$ cat src/sv/ttnl_pkg.sv
`timescale 1ns / 1ps
// Types and constants for the numeric-literal text tokenizer.
// No dependencies; imported by text_tokenizer_numeric_literals.
package ttnl_pkg;

  typedef struct packed {
    logic [7:0] char_in;
    logic       end_of_input;
  } tok_in_t;

  typedef struct packed {
    logic [7:0] tok_char;
    logic       tok_first;
    logic       tok_last;
    logic [1:0] tok_kind;
    logic       line_error;
  } tok_out_t;

  typedef enum logic [1:0] {
    KIND_WORD = 2'd0,
    KIND_NUM  = 2'd1,
    KIND_OP   = 2'd2
  } kind_t;

  typedef enum logic [1:0] {
    EXP_NONE     = 2'd0,
    EXP_UNSIGNED = 2'd1,
    EXP_SIGNED   = 2'd2
  } exp_mode_t;

  // result of testing one byte against the number grammar
  typedef struct packed {
    logic      ok;
    logic      dot;
    exp_mode_t expm;
  } num_res_t;

  localparam logic [15:0] MAX_LEN_RESET = 16'd65534;
  localparam int          OUT_DEPTH     = 4;
  localparam int          OUT_PTR_W     = $clog2(OUT_DEPTH);
  localparam int          OUT_CNT_W     = $clog2(OUT_DEPTH + 1);

  localparam logic [7:0] CH_NUL    = 8'h00;
  localparam logic [7:0] CH_TAB    = 8'h09;
  localparam logic [7:0] CH_NL     = 8'h0A;
  localparam logic [7:0] CH_VT     = 8'h0B;
  localparam logic [7:0] CH_FF     = 8'h0C;
  localparam logic [7:0] CH_CR     = 8'h0D;
  localparam logic [7:0] CH_SPACE  = 8'h20;
  localparam logic [7:0] CH_PLUS   = 8'h2B;
  localparam logic [7:0] CH_MINUS  = 8'h2D;
  localparam logic [7:0] CH_DOT    = 8'h2E;
  localparam logic [7:0] CH_ZERO   = 8'h30;
  localparam logic [7:0] CH_NINE   = 8'h39;
  localparam logic [7:0] CH_COLON  = 8'h3A;
  localparam logic [7:0] CH_LT     = 8'h3C;
  localparam logic [7:0] CH_EQ     = 8'h3D;
  localparam logic [7:0] CH_GT     = 8'h3E;
  localparam logic [7:0] CH_UP_E   = 8'h45;
  localparam logic [7:0] CH_BSLASH = 8'h5C;
  localparam logic [7:0] CH_LO_E   = 8'h65;

endpackage

$ cat src/sv/text_tokenizer_numeric_literals.sv
`timescale 1ns / 1ps
// Streaming tokenizer: marks words, number literals and operators in a byte stream.
// Depends on ttnl_pkg for payload types, token kinds and character constants.
//
//   channel | ports                        | moves
//   --------+------------------------------+----------------------------------
//   input   | in_valid  in_stall  in_data  | one raw byte or end-of-stream mark
//   output  | out_valid out_stall out_data | one token character with flags
//   config  | cfg_wr_en cfg_wr_data        | max_line_len, 16 bits
//
// An item is classified when the item after it is accepted; one item per clock
// while in_stall is low. Results leave through a 4-entry queue, one per clock
// while out_stall is low; an end-of-stream item can leave two results.
// in_stall rises only when the queue holds more than two results.
// rst_n is synchronous; it clears the lookahead, the error flag and the queue
// and loads max_line_len with 65534.
module text_tokenizer_numeric_literals
  import ttnl_pkg::*;
(
  input  logic        clk,
  input  logic        rst_n,
  input  logic        in_valid,
  output logic        in_stall,
  input  tok_in_t     in_data,
  output logic        out_valid,
  input  logic        out_stall,
  output tok_out_t    out_data,
  input  logic        cfg_wr_en,
  input  logic [15:0] cfg_wr_data
);

  function automatic logic is_digit(input logic [7:0] c);
    return (c >= CH_ZERO) && (c <= CH_NINE);
  endfunction

  function automatic logic is_delim(input logic [7:0] c);
    return (c == CH_NUL) || (c == CH_SPACE) || (c == CH_FF) || (c == CH_NL) ||
           (c == CH_CR) || (c == CH_TAB) || (c == CH_VT);
  endfunction

  function automatic logic is_op(input logic [7:0] c);
    return (c == CH_MINUS) || (c == CH_PLUS) || (c == CH_COLON) ||
           (c == CH_LT) || (c == CH_GT) || (c == CH_EQ);
  endfunction

  function automatic logic is_sign(input logic [7:0] c);
    return (c == CH_PLUS) || (c == CH_MINUS);
  endfunction

  // does c extend a number, given the byte nx after it; flags only move on ok
  function automatic num_res_t num_char(input logic [7:0] c, input logic [7:0] nx,
                                        input logic first, input logic dot,
                                        input exp_mode_t expm);
    num_res_t res;
    res.ok   = 1'b0;
    res.dot  = dot;
    res.expm = expm;
    if (is_digit(c)) begin
      res.ok = 1'b1;
    end else if ((expm == EXP_NONE) && !dot && (c == CH_DOT)) begin
      res.ok  = 1'b1;
      res.dot = 1'b1;
    end else if (!first && (expm == EXP_NONE) && ((c == CH_LO_E) || (c == CH_UP_E))) begin
      if (is_sign(nx)) begin
        res.ok   = 1'b1;
        res.expm = EXP_SIGNED;
      end else if (is_digit(nx)) begin
        res.ok   = 1'b1;
        res.expm = EXP_UNSIGNED;
      end
    end else if ((expm == EXP_SIGNED) && is_sign(c)) begin
      res.ok   = 1'b1;
      res.expm = EXP_UNSIGNED;
    end
    return res;
  endfunction

  // tokenizer state
  logic [15:0] max_len_r,  max_len_nxt;
  logic [7:0]  la0_r,      la0_nxt;
  logic [7:0]  la1_r,      la1_nxt;
  logic        la1_vld_r,  la1_vld_nxt;
  logic        in_tok_r,   in_tok_nxt;
  logic        wf_r,       wf_nxt;
  kind_t       kind_r,     kind_nxt;
  logic        dot_r,      dot_nxt;
  exp_mode_t   exp_r,      exp_nxt;
  logic        cmt_r,      cmt_nxt;
  logic [15:0] line_len_r, line_len_nxt;
  logic        err_r,      err_nxt;

  // result queue
  tok_out_t               q_mem_r [OUT_DEPTH];
  logic [OUT_PTR_W-1:0]   wr_ptr_r, rd_ptr_r;
  logic [OUT_CNT_W-1:0]   cnt_r;

  logic        in_acc, out_acc;
  logic        is_nl, cmt_c;
  logic [7:0]  eff;
  logic [16:0] len_inc;
  logic        too_long;
  logic [7:0]  r_byte;

  // classification of the waiting byte
  logic        c_emit;
  tok_out_t    c_item;
  logic        c_in, c_wf, c_dot, c_start;
  logic [7:0]  c_chr;
  kind_t       c_kind;
  exp_mode_t   c_exp;
  num_res_t    nr_cont, nr_first;

  logic        e0_vld, e1_vld;
  tok_out_t    e0, e1, slot0;
  logic [1:0]  n_push;

  assign in_acc    = in_valid && !in_stall;
  assign out_valid = (cnt_r != '0);
  assign out_acc   = out_valid && !out_stall;
  assign in_stall  = (cnt_r > OUT_CNT_W'(OUT_DEPTH - 2));
  assign out_data  = q_mem_r[rd_ptr_r];

  // comment stripping and line length
  assign is_nl    = (in_data.char_in == CH_NL);
  assign cmt_c    = !is_nl && ((in_data.char_in == CH_BSLASH) || cmt_r);
  assign eff      = cmt_c ? CH_NUL : in_data.char_in;
  assign len_inc  = {1'b0, line_len_r} + 17'd1;
  assign too_long = (len_inc > {1'b0, max_len_r});
  assign r_byte   = in_data.end_of_input ? CH_NUL : eff;

  assign nr_cont  = num_char(la1_r, r_byte, 1'b0, dot_r, exp_r);
  assign nr_first = num_char(la1_r, r_byte, 1'b1, 1'b0, EXP_NONE);

  always_comb begin
    c_emit  = 1'b0;
    c_item  = '0;
    c_in    = in_tok_r;
    c_chr   = la0_r;
    c_wf    = wf_r;
    c_kind  = kind_r;
    c_dot   = dot_r;
    c_exp   = exp_r;
    c_start = 1'b0;
    if (la1_vld_r) begin
      c_start = 1'b1;
      if (in_tok_r) begin
        case (kind_r)
          KIND_NUM: begin
            if (nr_cont.ok) begin
              c_emit  = 1'b1;
              c_item  = '{la0_r, wf_r, 1'b0, KIND_NUM, 1'b0};
              c_chr   = la1_r;
              c_wf    = 1'b0;
              c_dot   = nr_cont.dot;
              c_exp   = nr_cont.expm;
              c_start = 1'b0;
            end
          end
          KIND_WORD: begin
            if (!is_delim(la1_r) && !is_op(la1_r)) begin
              c_emit  = 1'b1;
              c_item  = '{la0_r, wf_r, 1'b0, KIND_WORD, 1'b0};
              c_chr   = la1_r;
              c_wf    = 1'b0;
              c_start = 1'b0;
            end
          end
          KIND_OP: begin
            // absorb a trailing '=', fold '=<' and '=>' into '<' and '>'
            if (((la0_r == CH_LT) || (la0_r == CH_GT) || (la0_r == CH_EQ)) &&
                (la1_r == CH_EQ)) begin
              c_emit  = 1'b1;
              c_item  = '{la0_r, wf_r, 1'b1, KIND_OP, 1'b0};
              c_in    = 1'b0;
              c_wf    = 1'b0;
              c_start = 1'b0;
            end else if ((la0_r == CH_EQ) && ((la1_r == CH_LT) || (la1_r == CH_GT))) begin
              c_emit  = 1'b1;
              c_item  = '{la1_r, wf_r, 1'b1, KIND_OP, 1'b0};
              c_in    = 1'b0;
              c_wf    = 1'b0;
              c_start = 1'b0;
            end
          end
          default: ;
        endcase
        if (c_start) begin
          c_emit = 1'b1;
          c_item = '{la0_r, wf_r, 1'b1, kind_r, 1'b0};
          c_in   = 1'b0;
          c_wf   = 1'b0;
        end
      end
      if (c_start && !is_delim(la1_r)) begin
        c_in  = 1'b1;
        c_chr = la1_r;
        c_wf  = 1'b1;
        c_dot = nr_first.dot;
        c_exp = nr_first.expm;
        if (nr_first.ok) begin
          c_kind = KIND_NUM;
        end else if (is_op(la1_r)) begin
          c_kind = KIND_OP;
        end else begin
          c_kind = KIND_WORD;
        end
      end
    end
  end

  always_comb begin
    max_len_nxt  = cfg_wr_en ? cfg_wr_data : max_len_r;
    la0_nxt      = la0_r;
    la1_nxt      = la1_r;
    la1_vld_nxt  = la1_vld_r;
    in_tok_nxt   = in_tok_r;
    wf_nxt       = wf_r;
    kind_nxt     = kind_r;
    dot_nxt      = dot_r;
    exp_nxt      = exp_r;
    cmt_nxt      = cmt_r;
    line_len_nxt = line_len_r;
    err_nxt      = err_r;
    e0_vld       = 1'b0;
    e1_vld       = 1'b0;
    e0           = '0;
    e1           = '0;
    if (in_acc) begin
      if (err_r) begin
        e0_vld = 1'b1;
        e0     = '{8'd0, 1'b0, 1'b0, 2'd0, 1'b1};
      end else if (in_data.end_of_input) begin
        // flush both lookahead bytes, mark the last pending char as last
        e0_vld = c_emit;
        e0     = c_item;
        e1_vld = c_in;
        e1     = '{c_chr, c_wf, 1'b1, c_kind, 1'b0};
        la0_nxt      = '0;
        la1_nxt      = '0;
        la1_vld_nxt  = 1'b0;
        in_tok_nxt   = 1'b0;
        wf_nxt       = 1'b0;
        kind_nxt     = KIND_WORD;
        dot_nxt      = 1'b0;
        exp_nxt      = EXP_NONE;
        cmt_nxt      = 1'b0;
        line_len_nxt = '0;
      end else if (too_long) begin
        err_nxt     = 1'b1;
        e0_vld      = 1'b1;
        e0          = '{8'd0, 1'b0, 1'b0, 2'd0, 1'b1};
        la0_nxt     = '0;
        la1_nxt     = '0;
        la1_vld_nxt = 1'b0;
        in_tok_nxt  = 1'b0;
        wf_nxt      = 1'b0;
        kind_nxt    = KIND_WORD;
        dot_nxt     = 1'b0;
        exp_nxt     = EXP_NONE;
      end else begin
        line_len_nxt = is_nl ? 16'd0 : len_inc[15:0];
        cmt_nxt      = cmt_c;
        e0_vld       = c_emit;
        e0           = c_item;
        la0_nxt      = c_chr;
        in_tok_nxt   = c_in;
        wf_nxt       = c_wf;
        kind_nxt     = c_kind;
        dot_nxt      = c_dot;
        exp_nxt      = c_exp;
        la1_nxt      = eff;
        la1_vld_nxt  = 1'b1;
      end
    end
  end

  // pack the results of this item into consecutive queue slots
  assign slot0  = e0_vld ? e0 : e1;
  assign n_push = {1'b0, e0_vld} + {1'b0, e1_vld};

  always_ff @(posedge clk) begin
    if (!rst_n) begin
      max_len_r  <= MAX_LEN_RESET;
      la0_r      <= '0;
      la1_r      <= '0;
      la1_vld_r  <= 1'b0;
      in_tok_r   <= 1'b0;
      wf_r       <= 1'b0;
      kind_r     <= KIND_WORD;
      dot_r      <= 1'b0;
      exp_r      <= EXP_NONE;
      cmt_r      <= 1'b0;
      line_len_r <= '0;
      err_r      <= 1'b0;
      wr_ptr_r   <= '0;
      rd_ptr_r   <= '0;
      cnt_r      <= '0;
    end else begin
      max_len_r  <= max_len_nxt;
      la0_r      <= la0_nxt;
      la1_r      <= la1_nxt;
      la1_vld_r  <= la1_vld_nxt;
      in_tok_r   <= in_tok_nxt;
      wf_r       <= wf_nxt;
      kind_r     <= kind_nxt;
      dot_r      <= dot_nxt;
      exp_r      <= exp_nxt;
      cmt_r      <= cmt_nxt;
      line_len_r <= line_len_nxt;
      err_r      <= err_nxt;
      wr_ptr_r   <= wr_ptr_r + OUT_PTR_W'(n_push);
      rd_ptr_r   <= rd_ptr_r + OUT_PTR_W'(out_acc);
      cnt_r      <= cnt_r + OUT_CNT_W'(n_push) - OUT_CNT_W'(out_acc);
    end
  end

  // queue payload, no reset
  always_ff @(posedge clk) begin
    if (n_push != 2'd0) begin
      q_mem_r[wr_ptr_r] <= slot0;
    end
    if (n_push == 2'd2) begin
      q_mem_r[wr_ptr_r + OUT_PTR_W'(1)] <= e1;
    end
  end

  a_queue_bound: assert property (@(posedge clk) disable iff (!rst_n)
    cnt_r <= OUT_CNT_W'(OUT_DEPTH))
    else $error("result queue overflow");

  a_err_sticky: assert property (@(posedge clk) disable iff (!rst_n)
    err_r |=> err_r)
    else $error("line error flag cleared without reset");

  a_err_one_result: assert property (@(posedge clk) disable iff (!rst_n)
    (in_acc && err_r) |-> (n_push == 2'd1))
    else $error("item in error state must give exactly one result");

  // the error state keeps its line count, so only check outside it
  a_eoi_flush: assert property (@(posedge clk) disable iff (!rst_n)
    (in_acc && in_data.end_of_input && !err_r) |=>
      (!in_tok_r && !la1_vld_r && line_len_r == '0))
    else $error("end of stream did not clear the lookahead");

endmodule

$ cat config.mk
export PLATFORM = sky130hd
export DESIGN_NAME = text_tokenizer_numeric_literals
export DESIGN_NICKNAME = d
export VERILOG_FILES = /design/src/sv/ttnl_pkg.sv /design/src/sv/text_tokenizer_numeric_literals.sv
export SDC_FILE = /design/constraint.sdc
export NUM_CORES = 1
export LEC_CHECK = 0
export BUFFER_PORTS_ARGS = -buffer_cell sky130_fd_sc_hd__buf_4
export CELL_PAD_IN_SITES_DETAIL_PLACEMENT = 0
export CELL_PAD_IN_SITES_GLOBAL_PLACEMENT = 1
export CORE_ASPECT_RATIO = 2
export CORE_MARGIN = 1
export CORE_UTILIZATION = 53
export CTS_BUF_LIST = sky130_fd_sc_hd__clkbuf_8
export CTS_CLUSTER_DIAMETER = 40
export DETAILED_ROUTE_END_ITERATION = 10
export PLACE_DENSITY = 0.95
export SYNTH_ARGS = -nofsm -noshare
export SYNTH_HDL_FRONTEND = slang
export SYNTH_SLANG_ARGS = --single-unit
$ cat constraint.sdc
create_clock -name clk -period 7.3 [get_ports clk]
set_clock_uncertainty 0.15 [all_clocks]
set_input_delay 0.73 -clock clk [delete_from_list [all_inputs] [get_ports clk]]
set_output_delay 0.73 -clock clk [all_outputs]
set_load 0.005 [all_outputs]
### Yosys cells after proc, flatten, opt, wreduce, memory -nomap -nowiden

Memory sizes are Yosys's and may differ from the RTL's. A register that Yosys moved wholly into a read port is not among the register bits.
Index checks and enable logic that the tools add are counted.

* reductions and logical operators: 51
* equality and inequality tests: 30
* bitwise operators: 1
* $lt $le $gt $ge: 6
* multiplexer cells: 121
* add/sub/neg operators: 7

Operator list (number)
* 2-to-1 mux 13 bit: 15
* == test 8 x 6 -> 1 bit (second input constant): 13
* 2-to-1 mux 8 bit: 11
* 2-to-1 mux 1 bit: 66
* == test 8 x 4 -> 1 bit (second input constant): 6
* 2-to-1 mux 16 bit: 3
* 2-to-1 mux 2 bit: 20
* one-hot mux 13 bit (3 select lines): 1
* == test 8 x 7 -> 1 bit (second input constant): 3
* adder 16 x 1 -> 17 bit (second input constant): 1
* > comparator 17 x 16 -> 1 bit: 1
* logical OR 1 bit: 17
* >= comparator 8 x 6 -> 1 bit (second input constant): 2
* <= comparator 8 x 6 -> 1 bit (second input constant): 2
* one-hot mux 8 bit (2 select lines): 1
* nonzero test 4 bit: 4
* logical AND 1 bit: 13
* AND reduction 10 bit: 1
* one-hot mux 1 bit (3 select lines): 3
* zero test 8 bit: 1
* != test 4 x 3 -> 1 bit (second input constant): 2
* AND reduction 8 bit: 1
* == test 2 bit (second input constant): 3
* zero test 1 bit: 6
* 18 further kinds: 20

* memory bits (writable): 52
* output and inout port bits: 15
* input bits: 30
* logic and storage cells: 232
* register bits after elaboration: 65
* memories: 1

Memory list
* q_mem_r: depth 4, width 13, read ports 1, clocked after memory_dff 1, wr ports 2, line text_tokenizer_numeric_literals.sv:93 `tok_out_t q_mem_r [OUT_DEPTH];`

### Depth between registers and ports, before layout

Gate-level depths: netlist (run 1).

* depth after elaboration: 28
* gate-level depth with buffers: 26
* depth with buffers taken out: 25

### Worst setup path after synthesis (run 1)

No wires, ideal clock.

* path kind: register -> register
* from: reg line_len_r[0]
* to: reg cnt_r[2]
* setup time: 128 ps
* buffers on the path: 2
* required time: 7022 ps
* period minus slack after synthesis: 4815 ps
* path slack: 2485 ps
* cell stages (with the launch flop): 25
* data arrival time: 4538 ps
* cells stage by stage: dfxtp_1 ha_1 and3_1 and3_1 clkbuf_1 and3_1 nand4_1 xnor2_1 ha_1 nand4_1 nor3_1 a21boi_0 nor3_1 o21ai_1 a21oi_1 a21o_1 inv_1 ha_1 clkbuf_1 inv_1 ha_1 fa_1 xnor2_1 xnor2_1 nor2_1

* cells in the longest elaborated chain, start to end: 9

Ends and longest elaborated chain
* start: declaration: line text_tokenizer_numeric_literals.sv:89 `logic [15:0] line_len_r, line_len_nxt;`
* start signal: assignment: line text_tokenizer_numeric_literals.sv:309 `line_len_r <= line_len_nxt;`
* adder 16 x 1 -> 17 bit: line text_tokenizer_numeric_literals.sv:127 `assign len_inc = {1'b0, line_len_r} + 17'd1;`
* > comparator 17 x 16 -> 1 bit: line text_tokenizer_numeric_literals.sv:128 `assign too_long = (len_inc > {1'b0, max_len_r});`
* 2-to-1 mux 1 bit: line text_tokenizer_numeric_literals.sv:248 `end else if (too_long) begin`
* 2-to-1 mux 1 bit: line text_tokenizer_numeric_literals.sv:232 `end else if (in_data.end_of_input) begin`
* 2-to-1 mux 1 bit: line text_tokenizer_numeric_literals.sv:229 `if (err_r) begin`
* 2-to-1 mux 1 bit: line text_tokenizer_numeric_literals.sv:228 `if (in_acc) begin`
* adder 1 x 1 -> 2 bit: line text_tokenizer_numeric_literals.sv:279 `assign n_push = {1'b0, e0_vld} + {1'b0, e1_vld};`
* adder 3 x 2 -> 3 bit: line text_tokenizer_numeric_literals.sv:313 `cnt_r <= cnt_r + OUT_CNT_W'(n_push) - OUT_CNT_W'(out_acc);`
* subtractor 3 x 1 -> 3 bit: line text_tokenizer_numeric_literals.sv:313
* end signal: assignment: line text_tokenizer_numeric_literals.sv:313
* end: declaration: line text_tokenizer_numeric_literals.sv:95 `logic [OUT_CNT_W-1:0] cnt_r;`

Every way passes these cells.
A chain may end at the register's enable or synchronous reset.

==> results of run 1 <==
==> worst min path at each step <==
stage | start | to | slack, ps | cells past startpoint
6_report | q_mem_r[2][0] | q_mem_r[2][0] | 330 | 2
5_1_grt | cfg_wr_data[2] | max_len_r[2] | 350 | 3
4_1_cts | q_mem_r[2][0] | q_mem_r[2][0] | 330 | 2
3_5_place_dp | q_mem_r[2][0] | q_mem_r[2][0] | 320 | 2
3_3_place_gp | q_mem_r[2][0] | q_mem_r[2][0] | 300 | 2
2_1_floorplan | q_mem_r[2][0] | q_mem_r[2][0] | 290 | 2
==> layer usage <==
layer  track usage  routed length [um]
met1         0.246                5360
met2         0.505                9330
met3        0.0436                 517
met4         0.192                 971
met5             0                   0
==> kinds of logic (layout without fill, tap and decap cells) <==
family,count (synthesis),after routing,synth area share
AND/OR/NAND/NOR,221,221,0.179
XOR/XNOR,20,20,0.0268
multiplexers,19,19,0.0560
adder cells (fa/ha/maj),25,25,0.0489
buffers and inverters,74,112,0.0487
flip-flops,117,117,0.431
AO/OA/AOI/OAI,195,195,0.210
==> tightest hold or removal path, stage by stage, from the launching register on <==
cell and delay (ps):
dfxtp_1 320, nand3_1 50, o21ai_0 70
==> power by group <==
group	switching, uW	internal (uW)	total (uW)
sequential	53.3	704	758
clock	286	339	625
combinational	166	179	345
total	505	1220	1730
==> cell usage after synthesis (4+ instances only) <==
library cell / number / area share
a22o_1: 23 / 0.031
and2_1: 8 / 0.0076
nor2b_1: 7 / 0.0067
nand4_1: 7 / 0.0067
nor2_1: 57 / 0.033
clkbuf_1: 26 / 0.015
o22ai_1: 36 / 0.034
or2_2: 5 / 0.0048
nand2_1: 54 / 0.031
mux2i_1: 4 / 0.0061
dfxtp_1: 69 / 0.21
a22oi_1: 11 / 0.013
mux4_2: 13 / 0.045
nor3b_1: 15 / 0.017
buf_1: 6 / 0.0034
xor2_1: 7 / 0.0094
edfxtp_1: 48 / 0.22
o21ai_0: 25 / 0.019
nor3_1: 11 / 0.0084
a31oi_1: 5 / 0.0048
or3_1: 6 / 0.0057
ha_1: 24 / 0.046
a21o_1: 6 / 0.0069
o211ai_1: 17 / 0.019
a21oi_1: 36 / 0.028
o31ai_1: 6 / 0.0069
xnor2_1: 13 / 0.017
and3_1: 6 / 0.0057
nand3_1: 17 / 0.013
inv_1: 35 / 0.020
==> final cells by class <==
type	instances	area (um^2)
clock buffer	17	234
clock inverter	15	179
fill	1036	4830
inverter	35	131
multi-input combinational	480	3400
sequential	117	2820
tap	147	184
timing repair buffer	45	338
==> registers in the layout, indices dropped and copies added (netlist names), 2 cells and up <==
| signal | cells |
|---|---|
| cnt_r | 3 |
| exp_r | 2 |
| kind_r | 2 |
| la0_r | 8 |
| la1_r | 8 |
| line_len_r | 16 |
| max_len_r | 16 |
| q_mem_r | 52 |
| rd_ptr_r | 2 |
| wr_ptr_r | 2 |
==> stage by stage <==
step,util,hold slack (ps)
floorplan,-,288
global placement,0.567,304
detailed placement,0.567,317
CTS,0.602,332
global route,0.602,351
finish,0.602,333
==> results.md, run 1 <==
- Clock Pin Slew Worst Setup and Hold Paths: 80 ps
- Crit path depth: 21
- Slew HR: 0.176
- Final instance area: 7290 um^2
- Io pins: 45
- Worst Path Buf+Inv: 2
- Avg Inst Size Synth: 9.76 um^2
- Post-synth ARST share: 0
- Hold WC Path Type: flip-flop to flip-flop
- Total routing usage reported by global routing: 0.269
- CTS max path bufs: 2
- CP endpoint: q_mem_r[2][11]
- Mapped Area: 6550 um^2
- Overflow after GRT: 0
- DIE AREA: 12,800 um^2
- Final setup vio count: 0
- Synth cell types: 79
- CTS Sinks: 117
- Max Freq: 0.178 GHz
- Crit path DAT: 5780 ps
- Power Total: 1730 uW
- Worst path max stage delay: 540 ps
- CTS Buf Count: 17
- PnR worst setup slack: 1690 ps
- Fin crit period: 5610 ps
- Initial antenna violation count: 0
- Post-Place Worst Slack: 1770 ps
- CTS tree: built
- Actual slew at the worst max-slew pin: 1220 ps
- CP Launch Point: line_len_r[0]
- Root buffer cell: clkbuf_8
- YS warnings: 0
- Vias in the first global route: 5,425
- Period utilisation layout: 0.768
- Ant diodes: 0
- Die Y: 159 um
- CP endpoint kind: flip-flop
- Largest fanout on the critical path: 9
- Leak: 0.00283 uW
- Core Rows: 57
- Worst skew pair latency: 460 ps
- Syn Nets: 726
- Peak supply drop: 0.138 mV
- Status: complete, no violations
- Port Buffers: 44
- Sequential fraction of the synthesis area: 0.431
- Post-route ant nets: 0
- Critical setup path kind: flip-flop to flip-flop
- CP Launch Type: flip-flop
- Post-CTS resize count: 0
- Family with the most delay on the worst path: simple AND/OR/NAND/NOR gates
- EDFF count, synth: 48
- Leading cell type in the layout, fill and taps excluded: dfxtp_1
- Initial DRC count: 335
- Pins Over Slew Limit: 0
- Routability cong.: 0.919
- DIE WIDTH: 80.6 um
- Initial Util: 0.540
- R2r setup slk: 1690 ps
- #FFs+latches synth: 117
- Via Count: 5,410
- Worst reg-to-reg path cell count: 21
- Fin nets: 751
- Critical path cell sequence: nand3_1, nor2_1, nand3_1, nor3_1, nand3_1, xnor2_1, ha_1, nand4_1, nor3_1, a21boi_0, nor3_1, o21ai_1, a21oi_1, a21o_1, inv_1, ha_1, inv_1, nor3b_1, nand2_1, o21ai_0, a22o_1
- RR Startpoint: line_len_r[0]
- Most frequent cells in the layout: dfxtp_1, nor2_1, nand2_1, edfxtp_1, buf_4
- Vias per inst: 6.32
- Post-CTS setup buffers: 0
- Critical path required time: 7470 ps
- Crit-path slowest cell: o21ai_0
- Average wire per standard cell: 18.9 um
- Htree depth: 4
- First-pass GRT wire length: 26,000 um
- Post-Route Setup TNS: 0 ps
- Post-Synthesis Cells: 671
- Most used DFF post-synth: dfxtp_1
- Worst flop-to-flop path endpoint: q_mem_r[2][11]
- Largest net degree at the start of global routing: 37
- Max_cap viols: 0
- RSZ-0062 raised after global routing: no
- Fin. Hold Viols: 0
- Final Non-Filler Cells: 856
- Layout cells sized above 1: 0.158
- Number of remaining DRC errors: 0
- PD cells: 237 nW/um^2
- Final WL: 16,200 um
- DP Cell Count: 824
- Core area: 12,100 um^2
- Number of hold buffers added after CTS: 0
- Drt pass-1 iters: 5
- Placed cell areas: 6880 um^2
- DP HPWL: 12,200 um
- Layout area overhead: 11.4%
No activity file was read; power rests on OpenSTA's default activity.
==> run 2: changes to the inputs <==
--- a/config.mk
+++ b/config.mk
@@ -10,11 +10,11 @@
 export CELL_PAD_IN_SITES_GLOBAL_PLACEMENT = 1
 export CORE_ASPECT_RATIO = 2
 export CORE_MARGIN = 1
-export CORE_UTILIZATION = 53
+export CORE_UTILIZATION = 49
 export CTS_BUF_LIST = sky130_fd_sc_hd__clkbuf_8
 export CTS_CLUSTER_DIAMETER = 40
 export DETAILED_ROUTE_END_ITERATION = 10
-export PLACE_DENSITY = 0.95
+export PLACE_DENSITY = 0.92
 export SYNTH_ARGS = -nofsm -noshare
 export SYNTH_HDL_FRONTEND = slang
 export SYNTH_SLANG_ARGS = --single-unit
==> constraint.sdc (replaced) <==
create_clock -name clk -period 5.3 [get_ports clk]
set_clock_uncertainty 0.15 [all_clocks]
set_input_delay 0.53 -clock clk [delete_from_list [all_inputs] [get_ports clk]]
set_output_delay 0.53 -clock clk [all_outputs]
set_load 0.005 [all_outputs]
==> run 2 against run 1 <==
- register-to-register slack got worse by 1400 ps
- largest cell class unchanged
- wire length increased by 4.1%
- critical endpoint is now q_mem_r[2][8]
- core utilization decreased by 2.3 points
- via count increased by 0.87%
- worst setup slack got worse by 1400 ps
- global-route usage decreased by 1.8 points
==> results.md, run 2 (synthesis gave the netlist of run 1 again) <==
- Status: complete, no violations (unchanged)
- CP Launch Type: flip-flop (unchanged)
- Largest register FFs: 52 (unchanged)
- Largest fanout on the critical path: 9 (unchanged)
- Actual slew at the worst max-slew pin: 1220 ps (about the same)
- Max_cap viols: 0 (unchanged)
- Biggest regs: q_mem_r x52, line_len_r x16, max_len_r x16 (unchanged)
- Initial Util: 0.504 (was 0.540)
- Crit path DAT: 5210 ps (was 5780 ps)
- DP HPWL: 12,500 um (was 12,200 um)
- Vias per inst: 6.22 (was 6.32)
- Initial DRC count: 381 (was 335)
- Leak: 0.00293 uW (was 0.00283 uW)
- CTS max path bufs: 2 (unchanged)
- Slew HR: 0.178 (was 0.176)
- First-pass GRT wire length: 26,600 um (was 26,000 um)
- Worst skew pair latency: 440 ps (was 460 ps)
- Routability cong.: 0.948 (was 0.919)
- Layout area overhead: 14.9% (was 11.4%)
- Critical path cell sequence: ha_1, and3_1, and3_2, and3_1, nand4_1, xnor2_2, ha_1, nand4_1, nor3_2, a21boi_2, nor3_2, o21ai_1, a21oi_1, a21o_1, inv_1, ha_1, inv_1, nor3b_1, nand2_1, o21ai_0, buf_4, a22o_1 (was nand3_1, nor2_1, nand3_1, nor3_1, nand3_1, xnor2_1, ha_1, nand4_1, nor3_1, a21boi_0, nor3_1, o21ai_1, a21oi_1, a21o_1, inv_1, ha_1, inv_1, nor3b_1, nand2_1, o21ai_0, a22o_1)
- Most frequent cells in the layout: dfxtp_1, buf_4, nor2_1, nand2_1, edfxtp_1 (was dfxtp_1, nor2_1, nand2_1, edfxtp_1, buf_4)
- Total routing usage reported by global routing: 0.250 (was 0.269)
- PD cells: 330 nW/um^2 (was 237 nW/um^2)
- Crit-path slowest cell: dfxtp_1 (was o21ai_0)
- CTS Sinks: 117 (unchanged)
- Largest net degree at the start of global routing: 40 (was 37)
- Layout cells sized above 1: 0.192 (was 0.158)
- Switching Share: 0.281 (was 0.292)
- Finished Core Util: 0.579 (was 0.602)
- Largest register by flop count: q_mem_r (unchanged)
- Post-route ant nets: 0 (unchanged)
- Final WL: 16,800 um (was 16,200 um)
- DIE WIDTH: 83.7 um (was 80.6 um)
- Int Power: 1790 uW (was 1220 uW)
- Worst path max stage delay: 370 ps (was 540 ps)
- Fin crit period: 5050 ps (was 5610 ps)
- Peak supply drop: 0.317 mV (was 0.138 mV)
- Core area: 13,000 um^2 (was 12,100 um^2)
- CTS tree: built (unchanged)
- Psw: 697 uW (was 505 uW)
- Clock Pin Slew Worst Setup and Hold Paths: 80 ps (about the same)
- Root buffer cell: clkbuf_8 (unchanged)
- Comb pwr share: 0.196 (was 0.200)
- Worst Path Buf+Inv: 3 (was 2)
- Average wire per standard cell: 19.2 um (was 18.9 um)
- Fin. Hold Viols: 0 (unchanged)
- Critical path required time: 5460 ps (was 7470 ps)
- Fin nets: 767 (was 751)
- Io pins: 45 (unchanged)
- Drt pass-1 iters: 7 (was 5)
- CP endpoint kind: flip-flop (unchanged)
- Pins Over Slew Limit: 0 (unchanged)
- Top cell by count, worst path: ha_1
- Period utilisation layout: 0.953 (was 0.768)
- Overflow after GRT: 0 (unchanged)
- Sequential power share: 0.420 (was 0.439)
- Port Buffers: 44 (unchanged)
- Number of hold buffers added after CTS: 0 (unchanged)
- Clock group share of total power: 0.384 (was 0.362)
- Max Freq: 0.198 GHz (was 0.178 GHz)
- Via Count: 5,457 (was 5,410)
- DIE AREA: 13,900 um^2 (was 12,800 um^2)
- Initial antenna violation count: 0 (unchanged)
- Family with the most delay on the worst path: simple AND/OR/NAND/NOR gates (unchanged)
- Power Total: 2490 uW (was 1730 uW)
- Htree depth: 4 (unchanged)
- Leading cell type in the layout, fill and taps excluded: dfxtp_1 (unchanged)
- Number of remaining DRC errors: 0 (unchanged)
- CTS Buf Count: 17 (unchanged)
- Critical setup path kind: flip-flop to flip-flop (unchanged)
- Final setup vio count: 0 (unchanged)
- Core Rows: 59 (was 57)
- Ant diodes: 0 (unchanged)
- Vias in the first global route: 5,495 (was 5,425)
- Hold WC Path Type: input port to flip-flop (was flip-flop to flip-flop)
- Die Y: 165 um (was 159 um)
-- run 2: tightest hold or removal path: stages --
cell	delay (ps)
buf_4	80
nand2_1	40
o211ai_1	70
-- run 2: path summary, 6_finish.rpt --
check	cells past startpoint	endpoint	slack (ps)	start
setup / recovery	22	q_mem_r[2][8]	250	line_len_r[1]
hold / removal	3	max_len_r[11]	150	cfg_wr_data[11]
setup reg to reg	22	q_mem_r[2][8]	250	line_len_r[1]
hold reg to reg	2	wf_r	330	wf_r
-- run 2: power groups by stage --
stage | combinational [uW] | sequential [uW] | clock (uW)
finish | 488 | 1040 | 953
floorplan | 360 | 1010 | 0
global placement | 475 | 1060 | 0
CTS | 490 | 1050 | 959
global route | 535 | 1050 | 996
detailed placement | 488 | 1070 | 0
-- run 2: what timing repair did --
action                     4_1_cts  5_1_grt
resized for setup                0       14
buffers inserted                 0        4
setup endpoints to repair        0       29
-- run 2: metal layers --
| layer | global-route usage | vias to the layer above | share of wire |
|---|---|---|---|
| met5 | 0 | - | 0 |
| met4 | 0.183 | 0 | 0.063 |
| met3 | 0.0457 | 74 | 0.034 |
| met2 | 0.506 | 199 | 0.57 |
| met1 | 0.210 | 2594 | 0.33 |
| li1 | - | 2590 | - |
-- run 2: area by class of cell --
type	instances	area [um^2]
sequential	117	2820
inverter	35	131
clock buffer	17	234
tap	152	190
fill	1156	5470
clock inverter	15	230
multi-input combinational	480	3450
timing repair buffer	61	458
-- run 2: per-stage QoR --
| step | setup TNS [ps] | cells | worst slack (ps) | hold WS [ps] | area [um^2] |
|---|---|---|---|---|---|
| after floorplan | 0 | 671 | 485 | 288 | 6550 |
| after global placement | 0 | 841 | 419 | 304 | 6980 |
| after detailed placement | 0 | 841 | 196 | 322 | 6980 |
| after CTS | 0 | 873 | 160 | 136 | 7440 |
| after global routing | -286 | 877 | -74.3 | 145 | 7520 |
| final | 0 | 877 | 251 | 152 | 7520 |
